[src/rtl/plnq_pkg.sv]
// shared constants and types for the point list neighbour query block
package plnq_pkg;

	localparam int MAX_STARS  = 1024;
	localparam int COORD_BITS = 24;
	localparam int IDX_W      = $clog2(MAX_STARS);
	localparam int CNT_W      = $clog2(MAX_STARS + 1);
	localparam int OPND_W     = COORD_BITS + 1;
	localparam int DIFF_W     = COORD_BITS + 2;
	localparam int MAG_W      = COORD_BITS;
	localparam int SQ_W       = 2 * MAG_W;
	localparam int DIST_W     = SQ_W + 1;
	localparam int ENTRY_W    = 2 * COORD_BITS;

	localparam logic [CNT_W-1:0] MAX_CNT = CNT_W'(MAX_STARS);

	// item action codes
	typedef enum logic [1:0] {
		ACT_CLEAR  = 2'd0,
		ACT_APPEND = 2'd1,
		ACT_QUERY  = 2'd2
	} action_t;

	// tag that travels with each operation through the distance unit
	typedef struct packed {
		logic             radius;
		logic [IDX_W-1:0] idx;
	} dist_tag_t;

endpackage

[src/rtl/plnq_dist.sv]
// shared squared distance unit: abs difference, square, sum over three stages
module plnq_dist
	import plnq_pkg::*;
(
	input  logic                     clk,
	input  logic                     arst_n,
	input  logic                     op_valid,
	input  dist_tag_t                op_tag,
	input  logic signed [OPND_W-1:0] xa,
	input  logic signed [OPND_W-1:0] xb,
	input  logic signed [OPND_W-1:0] ya,
	input  logic signed [OPND_W-1:0] yb,
	output logic                     res_valid,
	output dist_tag_t                res_tag,
	output logic [SQ_W-1:0]          sq_x,
	output logic [SQ_W-1:0]          sq_y,
	output logic [DIST_W-1:0]        dist_sq,
	output logic                     busy
);

	logic signed [DIFF_W-1:0] dx, dy;
	logic [DIFF_W-1:0]        ax, ay;

	logic                vld_s1, vld_s2, vld_s3;
	dist_tag_t           tag_s1, tag_s2, tag_s3;
	logic [MAG_W-1:0]    mag_x_s1, mag_y_s1;
	logic [SQ_W-1:0]     sq_x_s2, sq_y_s2, sq_x_s3, sq_y_s3;
	logic [DIST_W-1:0]   dist_s3;

	assign dx = DIFF_W'(xa) - DIFF_W'(xb);
	assign dy = DIFF_W'(ya) - DIFF_W'(yb);
	assign ax = dx[DIFF_W-1] ? DIFF_W'(-dx) : DIFF_W'(dx);
	assign ay = dy[DIFF_W-1] ? DIFF_W'(-dy) : DIFF_W'(dy);

	always_ff @(posedge clk or negedge arst_n) begin
		if (!arst_n) begin
			vld_s1 <= 1'b0;
			vld_s2 <= 1'b0;
			vld_s3 <= 1'b0;
		end else begin
			vld_s1 <= op_valid;
			vld_s2 <= vld_s1;
			vld_s3 <= vld_s2;
		end
	end

	always_ff @(posedge clk) begin
		tag_s1   <= op_tag;
		mag_x_s1 <= ax[MAG_W-1:0];
		mag_y_s1 <= ay[MAG_W-1:0];
		tag_s2   <= tag_s1;
		sq_x_s2  <= mag_x_s1 * mag_x_s1;
		sq_y_s2  <= mag_y_s1 * mag_y_s1;
		tag_s3   <= tag_s2;
		sq_x_s3  <= sq_x_s2;
		sq_y_s3  <= sq_y_s2;
		dist_s3  <= {1'b0, sq_x_s2} + {1'b0, sq_y_s2};
	end

	assign res_valid = vld_s3;
	assign res_tag   = tag_s3;
	assign sq_x      = sq_x_s3;
	assign sq_y      = sq_y_s3;
	assign dist_sq   = dist_s3;
	assign busy      = vld_s1 | vld_s2 | vld_s3;

endmodule

[config.mk]
export PLATFORM = sky130hd
export DESIGN_NAME = plnq_dist
export DESIGN_NICKNAME = d
export VERILOG_FILES = /design/src/rtl/plnq_pkg.sv /design/src/rtl/plnq_dist.sv
export SDC_FILE = /design/constraint.sdc
export NUM_CORES = 2
export LEC_CHECK = 0
export ABC_CLOCK_PERIOD_IN_PS = 6600
export BUFFER_PORTS_ARGS = -buffer_cell sky130_fd_sc_hd__buf_2
export CAP_MARGIN = 20
export CORE_UTILIZATION = 30
export DETAILED_ROUTE_END_ITERATION = 10
export PLACE_DENSITY = 0.54
export SLEW_MARGIN = 25
export SYNTH_ARGS = -nofsm -noshare
export SYNTH_HDL_FRONTEND = slang
export SYNTH_SLANG_ARGS = --single-unit
[constraint.sdc]
create_clock -name clk -period 6.6 [get_ports clk]
set_clock_uncertainty 0.1 [all_clocks]
set_input_delay 1.32 -clock clk [delete_from_list [all_inputs] [get_ports clk]]
set_output_delay 1.32 -clock clk [all_outputs]
set_load 0.02 [all_outputs]
==> metrics.txt <==
# TYPE chip_impl_metric gauge
chip_impl_metric{name="setup_viol_count_final",unit=""} 26
chip_impl_info{name="failed_checks",value="setup timing"} 1
chip_impl_info{name="root_buffer",value="sky130_fd_sc_hd__clkbuf_16"} 1
chip_impl_metric{name="seq_area_frac_synth",unit="%"} 14.4
chip_impl_metric{name="gp_congestion",unit=""} 0.857
chip_impl_info{name="cp-end-kind",value="register"} 1
chip_impl_info{name="synth-main-ff-cell",value="sky130_fd_sc_hd__dfxtp_1"} 1
chip_impl_metric{name="drive_gt1_share",unit="%"} 24.2
chip_impl_metric{name="relSlewSlack",unit="%"} 50.8
chip_impl_metric{name="postSynth.asyncResetShare",unit="%"} 0.935
chip_impl_metric{name="synth.ff_latch_count",unit=""} 321
chip_impl_metric{name="clk_pin_slew",unit="ns"} 0.06
chip_impl_metric{name="placed_cell_area",unit="sq um"} 52800
chip_impl_metric{name="syn-mean-instance-area",unit="sq um"} 9.37
chip_impl_metric{name="post-dp-hpwl",unit="um"} 97300
chip_impl_metric{name="finish.net_count",unit=""} 7015
chip_impl_metric{name="netlist_instances",unit=""} 4779
chip_impl_metric{name="synth_cell_types",unit=""} 86
chip_impl_metric{name="fin_crit_sh",unit="%"} 104
chip_impl_metric{name="synthesis.yosys.warnings",unit=""} 0
chip_impl_metric{name="detail_route.wirelength",unit="um"} 114000
chip_impl_metric{name="critPathMaxFanout",unit=""} 6
chip_impl_metric{name="maxCapViolations",unit=""} 0
chip_impl_metric{name="routedWlPerCell",unit="um"} 15.1
chip_impl_metric{name="avgViaCountPerCell",unit=""} 4.42
chip_impl_metric{name="synth-edff-count",unit=""} 0
chip_impl_info{name="hp-class",value="reg2reg"} 1
chip_impl_metric{name="arrival_time_worst_endpoint",unit="ns"} 7.26
chip_impl_info{name="run_status",value="finished, violations left"} 1
chip_impl_metric{name="ant_nets",unit=""} 0
chip_impl_metric{name="grt_antenna_before_repair",unit=""} 1
chip_impl_metric{name="first_pass_iters",unit=""} 5
chip_impl_metric{name="initial_core_util",unit="%"} 30.3
chip_impl_metric{name="clock-sinks",unit=""} 321
chip_impl_info{name="worst_path_max_delay_cell",value="sky130_fd_sc_hd__fa_1"} 1
chip_impl_metric{name="fp.dieArea",unit="sq um"} 151000
chip_impl_metric{name="clk-insertion-delay-late",unit="ns"} 0.63
chip_impl_metric{name="cts_htree_levels",unit=""} 2
chip_impl_info{name="cp_common_cell",value="sky130_fd_sc_hd__fa_1"} 1
chip_impl_metric{name="post-route-min-period",unit="ns"} 6.87
chip_impl_metric{name="syn_to_final_growth",unit="%"} 26.5
chip_impl_info{name="timing_worst_setup_path_type",value="reg2reg"} 1
chip_impl_metric{name="route.vias.total",unit=""} 33412
chip_impl_metric{name="post_layout_nonfiller_instances",unit=""} 7565
chip_impl_metric{name="setup_ws",unit="ns"} -0.266
chip_impl_metric{name="io_buffer_count",unit=""} 269
chip_impl_metric{name="worstPathRequired",unit="ns"} 7.00
chip_impl_metric{name="grt_pass1_vias",unit=""} 35906
chip_impl_metric{name="remaining_drc_errors",unit=""} 0
chip_impl_info{name="unrepaired_setup_endpoints_after_global_routing",value="yes"} 1
chip_impl_metric{name="timing.final.hold_violations",unit=""} 0
chip_impl_metric{name="drv_slew",unit=""} 0
chip_impl_metric{name="grt_overflow_total",unit=""} 0
chip_impl_metric{name="cts_inserted_buffers",unit=""} 39
chip_impl_metric{name="final_area",unit="sq um"} 56600
chip_impl_metric{name="fp.coreArea",unit="sq um"} 148000
chip_impl_metric{name="drc_violation_total_after_the_first_tritonroute_iteration",unit=""} 1314
chip_impl_metric{name="fp.dieW",unit="um"} 388
chip_impl_metric{name="cp_slowest_stage_delay",unit="ns"} 0.54
chip_impl_metric{name="grt_use_total",unit="%"} 15.5
chip_impl_metric{name="boundaryPins",unit=""} 272
chip_impl_metric{name="cts-hold-fix-buffers",unit=""} 0
chip_impl_metric{name="grt_first_pass_wirelength",unit="um"} 187000
chip_impl_info{name="tritoncts",value="yes"} 1
chip_impl_metric{name="chipHeight",unit="um"} 388
chip_impl_metric{name="numPlacedInstances",unit=""} 7414
chip_impl_metric{name="placement_rows",unit=""} 141
chip_impl_info{name="startpoint_types",value="register"} 1
chip_impl_metric{name="max_clock_freq",unit="MHz"} 146
chip_impl_metric{name="post_synth_instance_area",unit="sq um"} 44800
chip_impl_metric{name="cts_buffer_depth",unit=""} 3
chip_impl_metric{name="grt_start_max_net_pins",unit=""} 20
chip_impl_metric{name="worst_pin_slew",unit="ns"} 0.719
registers in the layout (all words and copies together) (netlist names):
register   count
res_valid      1
sq_y          47
vld_s2         1
tag_s1        11
mag_x_s1      24
mag_y_s1      24
tag_s2        11
dist_sq       49
sq_x          47
vld_s1         1
res_tag       11
sq_y_s2       47
sq_x_s2       47
Yosys cell counts, drive strengths merged (4+ instances only):
cell type | count | area share, %
a41oi | 8 | 0.17
and2 | 238 | 3.3
a21o | 89 | 1.5
a211o | 7 | 0.14
and3 | 21 | 0.29
o2111ai | 10 | 0.20
clkbuf | 113 | 0.95
o31ai | 12 | 0.21
buf | 8 | 0.092
a2111oi | 10 | 0.25
dfxtp | 318 | 14
o22ai | 6 | 0.084
o21a | 29 | 0.49
nand3 | 46 | 0.51
xor2 | 80 | 1.6
or2 | 16 | 0.22
a31oi | 24 | 0.35
fa | 846 | 38
o21ai | 87 | 0.97
o311ai | 4 | 0.078
or3 | 10 | 0.14
inv | 1276 | 11
o21bai | 15 | 0.25
nor4 | 10 | 0.15
nor2 | 136 | 1.2
nor2b | 40 | 0.56
xnor2 | 138 | 2.7
ha | 452 | 13
nand2 | 383 | 3.2
nor3 | 29 | 0.32
a311oi | 4 | 0.078
mux2i | 5 | 0.11
a21oi | 167 | 1.9
a41o | 6 | 0.13
a211oi | 22 | 0.37
a21boi | 5 | 0.084
nand2b | 27 | 0.38
nand4 | 11 | 0.15
o31a | 4 | 0.078
o211ai | 10 | 0.17
metrics by stage:
stage               setup slack (ns)  hold slack, ns  setup TNS [ns]  utilization (%)
finish                        -0.266           0.225           -4.14             38.3
floorplan                    0.00330           0.210               0                -
global route                  -0.553           0.230          -13.04             38.3
CTS                           -0.313           0.226           -3.53             37.6
detailed placement            -0.757           0.212          -17.42             35.7
global placement              -0.711           0.210          -15.56             35.7
final cells by class:
class                   count  area (sq um)
diodes                      1          2.50
well taps                1930          2410
clock buffers              49          1090
clock inverters            23           312
flip-flops and latches    321          6570
inverters                1276          4790
multi-input cells        3062         34700
fillers                 14784         91400
repair buffers            903          6800
cells in the final DEF (no fill, tap or decap), drive strengths merged, types with 29 or more instances in the layout:
cell and instances:
o21ai 87, inv 1285, nor3 29, xor2 80
xnor2 138, and2 238, ha 452, nor2b 40
dfxtp 318, a21oi 167, buf 903, o21a 29
clkbuf 49, nand3 46, a21o 89, nand2 383
fa 846, nor2 136
cell families (layout without fill, tap and decap cells):
family | Yosys count | after routing | share of synthesized area (%)
other cells | 1 | 3 | 0.00837
flops | 321 | 321 | 14.4
fa+ha+maj | 1298 | 1298 | 50.4
simple gates | 987 | 987 | 10.8
compound gates | 550 | 550 | 8.16
buf+inv | 1397 | 2251 | 11.7
xor+xnor | 218 | 218 | 4.28
mux | 7 | 7 | 0.162
final timing paths:
| path | start | endpoint | slack [ns] | cells past startpoint |
|---|---|---|---|---|
| setup reg to reg | mag_x_s1[2] | sq_x_s2[42] | -0.27 | 27 |
| setup / recovery | mag_x_s1[2] | sq_x_s2[42] | -0.27 | 27 |
| min in group asynchronous | arst_n | vld_s1 | 0.37 | 1 |
| max in group asynchronous | arst_n | res_valid | 5.92 | 1 |
| hold / removal | tag_s2[8] | res_tag[8] | 0.22 | 0 |
| hold reg to reg | tag_s2[8] | res_tag[8] | 0.22 | 0 |
metal layers:
layer,wire length (um),track usage (%),vias up
met5,0,0,-
met1,53300,21.3,16618
met2,53800,25.8,527
met4,1970,2.99,0
met3,5210,2.21,106
li1,-,-,16161
repair_timing:
item                       CTS  global route
gates cloned                 2             0
setup endpoints to repair   44            44
pin swaps                  112           114
gates resized for setup    288           200
buffers inserted            52            32
worst max-delay path, delay by kind of cell (launching register included):
kind	cells	cell delay, ns
AOI/OAI and AO/OA	7	1.28
xor gates and xnor gates	1	0.15
adders and majority gates	8	3.68
buffers and inverters	8	0.77
DFF	1	0.41
and+or+nand+nor	3	0.33
Power is left out: the tool's default activity adds up to more than one toggle a clock period on the data nets, which glitch-free logic cannot reach.
